===== config.mk =====
export PLATFORM = sky130hd
export DESIGN_NAME = thsh_ctrl
export DESIGN_NICKNAME = d
export VERILOG_FILES = /design/src/rtl/core/thsh_pkg.sv /design/src/rtl/core/thsh_ctrl.sv
export SDC_FILE = /design/constraint.sdc
export NUM_CORES = 1
export LEC_CHECK = 0
export BUFFER_PORTS_ARGS = -buffer_cell sky130_fd_sc_hd__buf_4
export CORE_MARGIN = 2
export CORE_UTILIZATION = 45
export CTS_CLUSTER_DIAMETER = 50
export CTS_CLUSTER_SIZE = 16
export DETAILED_ROUTE_END_ITERATION = 10
export GPL_TIMING_DRIVEN = 0
export MAX_ROUTING_LAYER = met4
export PLACE_DENSITY = 0.72
export SLEW_MARGIN = 25
export SYNTH_ARGS = -nofsm -noshare
export SYNTH_HDL_FRONTEND = slang
export SYNTH_SLANG_ARGS = --single-unit

===== constraint.sdc =====
create_clock -name clk -period 2.1 [get_ports clk]
set_clock_uncertainty 0.15 [all_clocks]
set_input_delay 0.315 -clock clk [delete_from_list [all_inputs] [get_ports clk]]
set_output_delay 0.315 -clock clk [all_outputs]
set_load 0.02 [all_outputs]

===== src/rtl/core/thsh_pkg.sv =====
package thsh_pkg;

  localparam int SAMPLE_COUNT_DEF = 25;
  localparam int ADC_BITS_DEF     = 12;

  localparam int SMP_W   = 12;
  localparam int TEMP_W  = 16;
  localparam int STAT_W  = 2;
  localparam int RES_W   = 24;
  localparam int COEF_W  = 40;
  localparam int CFG_W   = 40;
  localparam int CIDX_W  = 2;

  localparam int LOG_W     = 47;
  localparam int K_W       = 6;
  localparam int FRAC_W    = 32;
  localparam int L2_W      = K_W + FRAC_W;
  localparam int MOP_W     = 48;
  localparam int MHALF_W   = 24;
  localparam int MACC_W    = 96;
  localparam int S_W       = 64;
  localparam int DIV_W     = 57;
  localparam int CNT_W     = 6;
  localparam int LOG_STEPS = 32;
  localparam int MUL_PARTS = 4;

  localparam logic [31:0] LN2_Q32      = 32'hB17217F8;
  localparam logic [DIV_W-1:0] CENTI_ONE_Q48 = DIV_W'(100) << 48;
  localparam logic [DIV_W-1:0] ZERO_C_CENTI  = DIV_W'(27315);
  localparam logic [DIV_W-1:0] SAT_K         = DIV_W'(27315 + 32767);

  localparam logic [RES_W-1:0]  SERIES_RST = RES_W'(990000);
  localparam logic [COEF_W-1:0] COEF_A_RST = COEF_W'(64'd368881895217);
  localparam logic [COEF_W-1:0] COEF_B_RST = COEF_W'(64'd25610247487);
  localparam logic [COEF_W-1:0] COEF_C_RST = COEF_W'(64'd74487709);

  localparam logic [CIDX_W-1:0] CFG_SERIES = 2'd0;
  localparam logic [CIDX_W-1:0] CFG_COEF_A = 2'd1;
  localparam logic [CIDX_W-1:0] CFG_COEF_B = 2'd2;
  localparam logic [CIDX_W-1:0] CFG_COEF_C = 2'd3;

  localparam logic [STAT_W-1:0] ST_OK    = 2'd0;
  localparam logic [STAT_W-1:0] ST_OPEN  = 2'd1;
  localparam logic [STAT_W-1:0] ST_SHORT = 2'd2;
  localparam logic [STAT_W-1:0] ST_SAT   = 2'd3;

  typedef enum logic [3:0] {
    S_ACC, S_CLASS, S_BRANCH, S_NORM, S_SQ, S_LSTORE, S_DIFF, S_MLOAD,
    S_MSTEP, S_MSTORE, S_SUM, S_SCHK, S_DLOAD, S_DSTEP, S_FIN
  } state_t;

  typedef enum logic [2:0] {
    MUL_LN2, MUL_MM, MUL_M3, MUL_BL, MUL_CL3
  } mul_op_t;

  typedef struct packed {
    logic    acc;
    logic    last;
    logic    classify;
    logic    log_load;
    logic    log_sel;
    logic    norm_step;
    logic    sq_init;
    logic    sq_step;
    logic    log_store;
    logic    diff;
    logic    mul_load;
    logic    mul_step;
    logic [1:0] mul_pp;
    logic    mul_store;
    mul_op_t mul_op;
    logic    sum;
    logic    div_load;
    logic    div_step;
    logic    publish;
  } thsh_cmd_t;

  typedef struct packed {
    logic is_open;
    logic is_short;
    logic norm_done;
    logic nonpos;
    logic out_busy;
  } thsh_sts_t;

endpackage


===== src/rtl/core/thsh_ctrl.sv =====
module thsh_ctrl
  import thsh_pkg::*;
#(
  parameter int SAMPLE_COUNT = SAMPLE_COUNT_DEF
) (
  input  logic      clk,
  input  logic      rst_n,
  input  logic      in_valid,
  input  thsh_sts_t sts,
  output thsh_cmd_t cmd,
  output logic      in_stall
);

  localparam int IDX_W = $clog2(SAMPLE_COUNT + 1);
  localparam logic [IDX_W-1:0] IDX_LAST = IDX_W'(SAMPLE_COUNT - 1);
  localparam logic [CNT_W-1:0] LOG_LAST = CNT_W'(LOG_STEPS - 1);
  localparam logic [CNT_W-1:0] MUL_LAST = CNT_W'(MUL_PARTS - 1);
  localparam logic [CNT_W-1:0] DIV_LAST = CNT_W'(DIV_W - 1);

  state_t           state_r, state_nxt;
  logic [IDX_W-1:0] idx_r, idx_nxt;
  logic [CNT_W-1:0] cnt_r, cnt_nxt;
  logic             which_r, which_nxt;
  mul_op_t          mop_r, mop_nxt;
  logic             accept;
  logic             last;

  assign accept = in_valid && (state_r == S_ACC);
  assign last   = (idx_r == IDX_LAST);

  always_ff @(posedge clk) begin
    if (!rst_n) begin
      state_r <= S_ACC;
      idx_r   <= '0;
      cnt_r   <= '0;
      which_r <= 1'b0;
      mop_r   <= MUL_LN2;
    end else begin
      state_r <= state_nxt;
      idx_r   <= idx_nxt;
      cnt_r   <= cnt_nxt;
      which_r <= which_nxt;
      mop_r   <= mop_nxt;
    end
  end

  always_comb begin
    state_nxt = state_r;
    idx_nxt   = idx_r;
    cnt_nxt   = cnt_r;
    which_nxt = which_r;
    mop_nxt   = mop_r;
    case (state_r)
      S_ACC: begin
        if (accept) begin
          if (last) begin
            idx_nxt   = '0;
            state_nxt = S_CLASS;
          end else begin
            idx_nxt = idx_r + 1'b1;
          end
        end
      end
      S_CLASS: state_nxt = S_BRANCH;
      S_BRANCH: begin
        if (sts.is_open || sts.is_short) begin
          state_nxt = S_FIN;
        end else begin
          which_nxt = 1'b0;
          state_nxt = S_NORM;
        end
      end
      S_NORM: begin
        if (sts.norm_done) begin
          cnt_nxt   = '0;
          state_nxt = S_SQ;
        end
      end
      S_SQ: begin
        cnt_nxt = cnt_r + 1'b1;
        if (cnt_r == LOG_LAST) state_nxt = S_LSTORE;
      end
      S_LSTORE: begin
        if (!which_r) begin
          which_nxt = 1'b1;
          state_nxt = S_NORM;
        end else begin
          state_nxt = S_DIFF;
        end
      end
      S_DIFF: begin
        mop_nxt   = MUL_LN2;
        state_nxt = S_MLOAD;
      end
      S_MLOAD: begin
        cnt_nxt   = '0;
        state_nxt = S_MSTEP;
      end
      S_MSTEP: begin
        cnt_nxt = cnt_r + 1'b1;
        if (cnt_r == MUL_LAST) state_nxt = S_MSTORE;
      end
      S_MSTORE: begin
        state_nxt = S_MLOAD;
        case (mop_r)
          MUL_LN2: mop_nxt = MUL_MM;
          MUL_MM:  mop_nxt = MUL_M3;
          MUL_M3:  mop_nxt = MUL_BL;
          MUL_BL:  mop_nxt = MUL_CL3;
          default: state_nxt = S_SUM;
        endcase
      end
      S_SUM: state_nxt = S_SCHK;
      S_SCHK: state_nxt = sts.nonpos ? S_FIN : S_DLOAD;
      S_DLOAD: begin
        cnt_nxt   = '0;
        state_nxt = S_DSTEP;
      end
      S_DSTEP: begin
        cnt_nxt = cnt_r + 1'b1;
        if (cnt_r == DIV_LAST) state_nxt = S_FIN;
      end
      S_FIN: begin
        if (!sts.out_busy) state_nxt = S_ACC;
      end
      default: state_nxt = S_ACC;
    endcase
  end

  always_comb begin
    cmd        = '0;
    cmd.mul_op = mop_r;
    cmd.mul_pp = cnt_r[1:0];
    cmd.log_sel = which_r;
    in_stall   = (state_r != S_ACC);
    case (state_r)
      S_ACC: begin
        cmd.acc  = accept;
        cmd.last = last;
      end
      S_CLASS: cmd.classify = 1'b1;
      S_BRANCH: begin
        cmd.log_load = !(sts.is_open || sts.is_short);
        cmd.log_sel  = 1'b0;
      end
      S_NORM: begin
        cmd.norm_step = !sts.norm_done;
        cmd.sq_init   = sts.norm_done;
      end
      S_SQ: cmd.sq_step = 1'b1;
      S_LSTORE: begin
        cmd.log_store = 1'b1;
        cmd.log_load  = !which_r;
      end
      S_DIFF:   cmd.diff      = 1'b1;
      S_MLOAD:  cmd.mul_load  = 1'b1;
      S_MSTEP:  cmd.mul_step  = 1'b1;
      S_MSTORE: cmd.mul_store = 1'b1;
      S_SUM:    cmd.sum       = 1'b1;
      S_DLOAD:  cmd.div_load  = 1'b1;
      S_DSTEP:  cmd.div_step  = 1'b1;
      S_FIN:    cmd.publish   = !sts.out_busy;
      default: ;
    endcase
  end

endmodule


-- Word-level counts from Yosys, hierarchy flattened
Index checks and enable logic that the tools add are counted.
- bits in registers: 19
- input bits: 8
- logic and storage cells: 91
- $add $sub $neg: 2
- equal/unequal tests: 30
- multiplexer cells: 34
- reduce and logical (&&, ||, !) cells: 20
- operator list (cell ; number):
    4-bit one-hot mux with 15 select lines ; 1
    4-bit two-way mux ; 9
    4-bit == test (second input constant) ; 7
    6-bit one-hot mux with 3 select lines ; 1
    4-bit by 3-bit == test with 1-bit output (second input constant) ; 4
    2-bit inequality test (second input constant) ; 8
    1-bit two-way mux ; 13
    3-bit one-hot mux with 4 select lines ; 1
    4-bit by 2-bit == test with 1-bit output (second input constant) ; 2
    2-bit AND reduction ; 4
    7-bit AND reduction ; 1
    6-bit by 1-bit adder with 6-bit output (second input constant) ; 1
    3-bit by 2-bit == test with 1-bit output (second input constant) ; 2
    6-bit by 2-bit == test with 1-bit output (second input constant) ; 1
    6-bit by 5-bit == test with 1-bit output (second input constant) ; 1
    6-bit == test (second input constant) ; 1
    2-bit two-way mux ; 3
    6-bit two-way mux ; 1
    3-bit one-hot mux with 2 select lines ; 1
    5-bit by 1-bit adder with 5-bit output (second input constant) ; 1
    5-bit == test (second input constant) ; 1
    5-bit two-way mux ; 1
    5-bit by 1-bit inequality test with 1-bit output (second input constant) ; 1
    4-bit by 1-bit == test with 1-bit output (second input constant) ; 1
    14 further kinds ; 19

-- Longest topological paths before layout
- depth after elaboration: 4
- depth in mapped cells: 7

-- Worst setup path after synthesis
No wires, ideal clock.
- kind: register to register
- start point: register state_r[0]
- end point: register state_r[1]
- library setup time: 0.123 ns
- arrival time: 1.754 ns
- data required time: 1.827 ns
- slack: 0.074 ns
- cell stages (with the launch flop): 7
- period minus slack after synthesis: 2.026 ns
- path through: dfxtp_1 > buf_6 > or2b_2 > nor3_1 > nand4bb_1 > nor2_1 > mux2i_1
- longest elaborated chain between the ends: 4
- elaborated cells between the ends (all ways): 25
- classes of those cells: eq/ne: 21; mux: 1; reduce/logical: 3
- ends and longest elaborated chain (what ; line ; RTL):
    start: declaration ; thsh_ctrl.sv:20 ; state_t state_r, state_nxt;
    start signal: assignment ; thsh_ctrl.sv:39 ; state_r <= state_nxt;
    4-bit logical NOT ; thsh_ctrl.sv:28, thsh_ctrl.sv:53 ;
    1-bit logical AND ; thsh_ctrl.sv:28 ; assign accept = in_valid && (state_r == S_ACC);
    2-bit inequality test (no line) ; n/a ;
    7-bit AND reduction (no line) ; n/a ;
Parallel ways exist; a longest one is shown, timed or not.
A chain may end at the register's enable or synchronous reset.

==> qor.yml <==
dp_hpwl_mm: 2.50
clock-sinks: 19
synth.most_common_cell: "nor2_1"
hp-class: "in2reg"
syn_area_um2: 1350
avgSynthCellArea_um2: 7.81
power_frac_clock_pct: 32.5
rrSetupSlack_ns: 0.05
syn2layout_area_growth_pct: 29.7
worst_slew_pin_slew_ns: 0.610
synth.area.top_cells: "dfxtp_1 (28%), nor2_1 (5.8%), o21ai_0 (4.1%)"
synth_top_family_by_area: "simple AND/OR/NAND/NOR gates"
htree_levels: 1
clk_pin_slew_ns: 0.12
path_max_fanout: 4
violations: "DRC, setup timing"
worst-path-buf-inv: 2
yosys_most_used_dff: "dfxtp_1"
drt-pass1-iter-count: 7
synth-compound-area-share_pct: 18.8
max_slew_margin_pct: 59.4
cpMostUsedCell: "buf_6"
worstRegToRegCells: 8
antenna_found_initial: 0
power.density_nw_per_um2: 349
rr_endpoint: "cnt_r[5]$_SDFFE_PN0P_"
synth_edf_count: 0
rsz0062_at_grt: "true"
synth-simple-area-share_pct: 32.1
cts.path.max_buffers: 2
power.leakage_nw: 0.725
nets: 225
drt_iter0_drc: 81
comb_power_share_pct: 7.6
num_vias: 1389
slew_violations: 0
drive_gt1_share_pct: 33.0
fp.dieH_um: 58.8
cts_tree: "built"
start_util_pct: 48.2
diodes: 0
ioPinCount: 31
end_kind: "output port"
min_to: "which_r$_SDFFE_PN0P_"
insertion_delay_ns: 0.31
cp-start-kind: "flop"
hp-start: "sts[4]"
drcViolationCount: 4
fmax_mhz: 463
synthXorXnorAreaFrac_pct: 5.19
fin_ws_ns: -0.0576
yosys_register_bits: 19
syn_inst: 173
async_flop_share_pct: 0
post-route-period-util_pct: 103
setup_viol: 2
grt_usage_pct: 22.1
grt_first_pass_wirelength_mm: 5.80
routabilityCongestion: 0.893
hold_viol_final: 0
design.die.area_um2: 3460
cap_viol_max_count: 0
synth_cell_types: 46
p_seq_share_pct: 59.8
dpl_cell_area_um2: 1620
synth_nets: 185
cp_slowest_cell: "or4b_4"
seqCellArea_um2: 392
cts_inserted_buffers: 3
yosysTopAreaCellShare_pct: 28.1
worstPathRequired_ns: 1.63
hold_slack_ns: 0.206
yosysTopAreaCell: "dfxtp_1"
intPower_uw: 454
worstPathArrival_ns: 1.69
ir_worst_vdd_uv: 395
min_period_ns: 2.16
slowest_delay_ns: 0.51
io_buffers: 30
ant_nets: 0
r2r-start: "state_r[3]$_SDFFE_PN0P_"
muxShareOfSynthArea_pct: 1.48
ys_seq_area_share_pct: 28.1
die-width_um: 58.8
core_area_um2: 2810
swShare_pct: 25.8
multiInputGateArea_um2: 880
root_buffer: "clkbuf_4"
startpoint: "state_r[3]$_SDFFE_PN0P_"
whs_path_depth: 3
p_sw_uw: 158
viasPerCell: 5.72
status: "finished, violations left"
wl_mm: 3.51
post-route-cell-area_um2: 1750
critPathKind: "reg2out"
yosysWarnings: 0
grt_max_degree: 12
cp_cell_sequence: "buf_6 > or4b_4 > o32ai_4 > buf_6"
wl_per_cell_um: 14.4
cts_hold_buf: 0
grt_pass1_vias: 1356
synth_common_cells: "nor2_1 (21), dfxtp_1 (19), nand2_1 (12), inv_1 (11), o21ai_0 (11)"
synth_fa_ha_area_share_pct: 3.70
rows: 19
fillCellCount: 265
grt_overflow: 0
crit_family: "simple AND/OR/NAND/NOR gates"
## worst min-delay path, stage by stage
cell,delay (ns)
buf_4,0.11
o31ai_1,0.06
a21boi_0,0.15
## final cells by class
type / instances / share of cell area (%)
multi-input combinational: 129 / 50.2
sequential: 19 / 22.3
timing repair buffer: 36 / 15.6
buffer: 13 / 5.71
inverter: 11 / 2.36
tap: 31 / 2.21
clock buffer: 3 / 1.28
clock inverter: 1 / 0.286
## state kept, by name (all words and copies together), names as in the netlist
signal   flops
cnt_r        6
which_r      1
mop_r        3
state_r      4
idx_r        5
## worst max-delay path by stage
stage	endpoint	cells past startpoint
global route	cmd[18]	4
detailed placement	state_r[2]$_SDFFE_PN0P_	7
finish	cmd[18]	4
CTS	cmd[18]	4
floorplan	state_r[1]$_SDFFE_PN0P_	6
global placement	state_r[2]$_SDFFE_PN0P_	6
## timing repair
action | 4_1_cts | 5_1_grt
buffers inserted | 4 | 2
endpoints found under the setup margin | 7 | 10
gates resized for setup | 10 | 16
pin swaps | 2 | 1
## metal layers
metal / global-route usage, % / share of wire (%) / up-vias
li1: - / - / 686
met1: 26.9 / 44 / 657
met2: 36.8 / 50 / 44
met3: 4.84 / 5.5 / 2
met4: 5.84 / 0.54 / 0
met5: - / 0 / -
## power groups by stage
stage          logic (mW)  registers [mW]  clock network [mW]
5_1_grt            0.0529           0.367               0.219
3_5_place_dp       0.0456           0.377                   0
4_1_cts            0.0467           0.369               0.204
2_1_floorplan      0.0237           0.376                   0
6_report           0.0467           0.366               0.199
3_3_place_gp       0.0426           0.377                   0
## kinds of logic (layout without fill, tap and decap cells)
group,after synthesis,after routing
AOI/OAI and AO/OA,37,37
xor gates and xnor gates,8,8
adders and majority gates,4,4
buffers and inverters,25,64
DFF,19,19
muxes,2,2
and+or+nand+nor,78,78
## metrics by stage
stage | setup WS [ns] | TNS, ns | power [mW] | utilization, % | instances
floorplan | 0.0735 | 0 | 0.400 | - | 173
CTS | -0.105 | -0.129 | 0.619 | 60.5 | 241
detailed placement | 0.0480 | 0 | 0.423 | 57.6 | 234
global route | -0.109 | -0.429 | 0.639 | 62.5 | 243
global placement | 0.142 | 0 | 0.419 | 57.6 | 234
finish | -0.0576 | -0.0962 | 0.612 | 62.5 | 243
## layout by cell type, fill, tap and decap left out, types with 4 or more instances in the layout
cell       n
buf_4     39
clkbuf_4   4
nor3_1     6
nand2_1   12
or3_1      4
nor2_1    20
buf_6      5
a21oi_1    6
inv_1     10
nand3_1    5
nor2b_1    4
and2_1     4
o21ai_0   10
dfxtp_1   14
xnor2_1    5
Note: power is estimated with default switching activity, not from simulation.
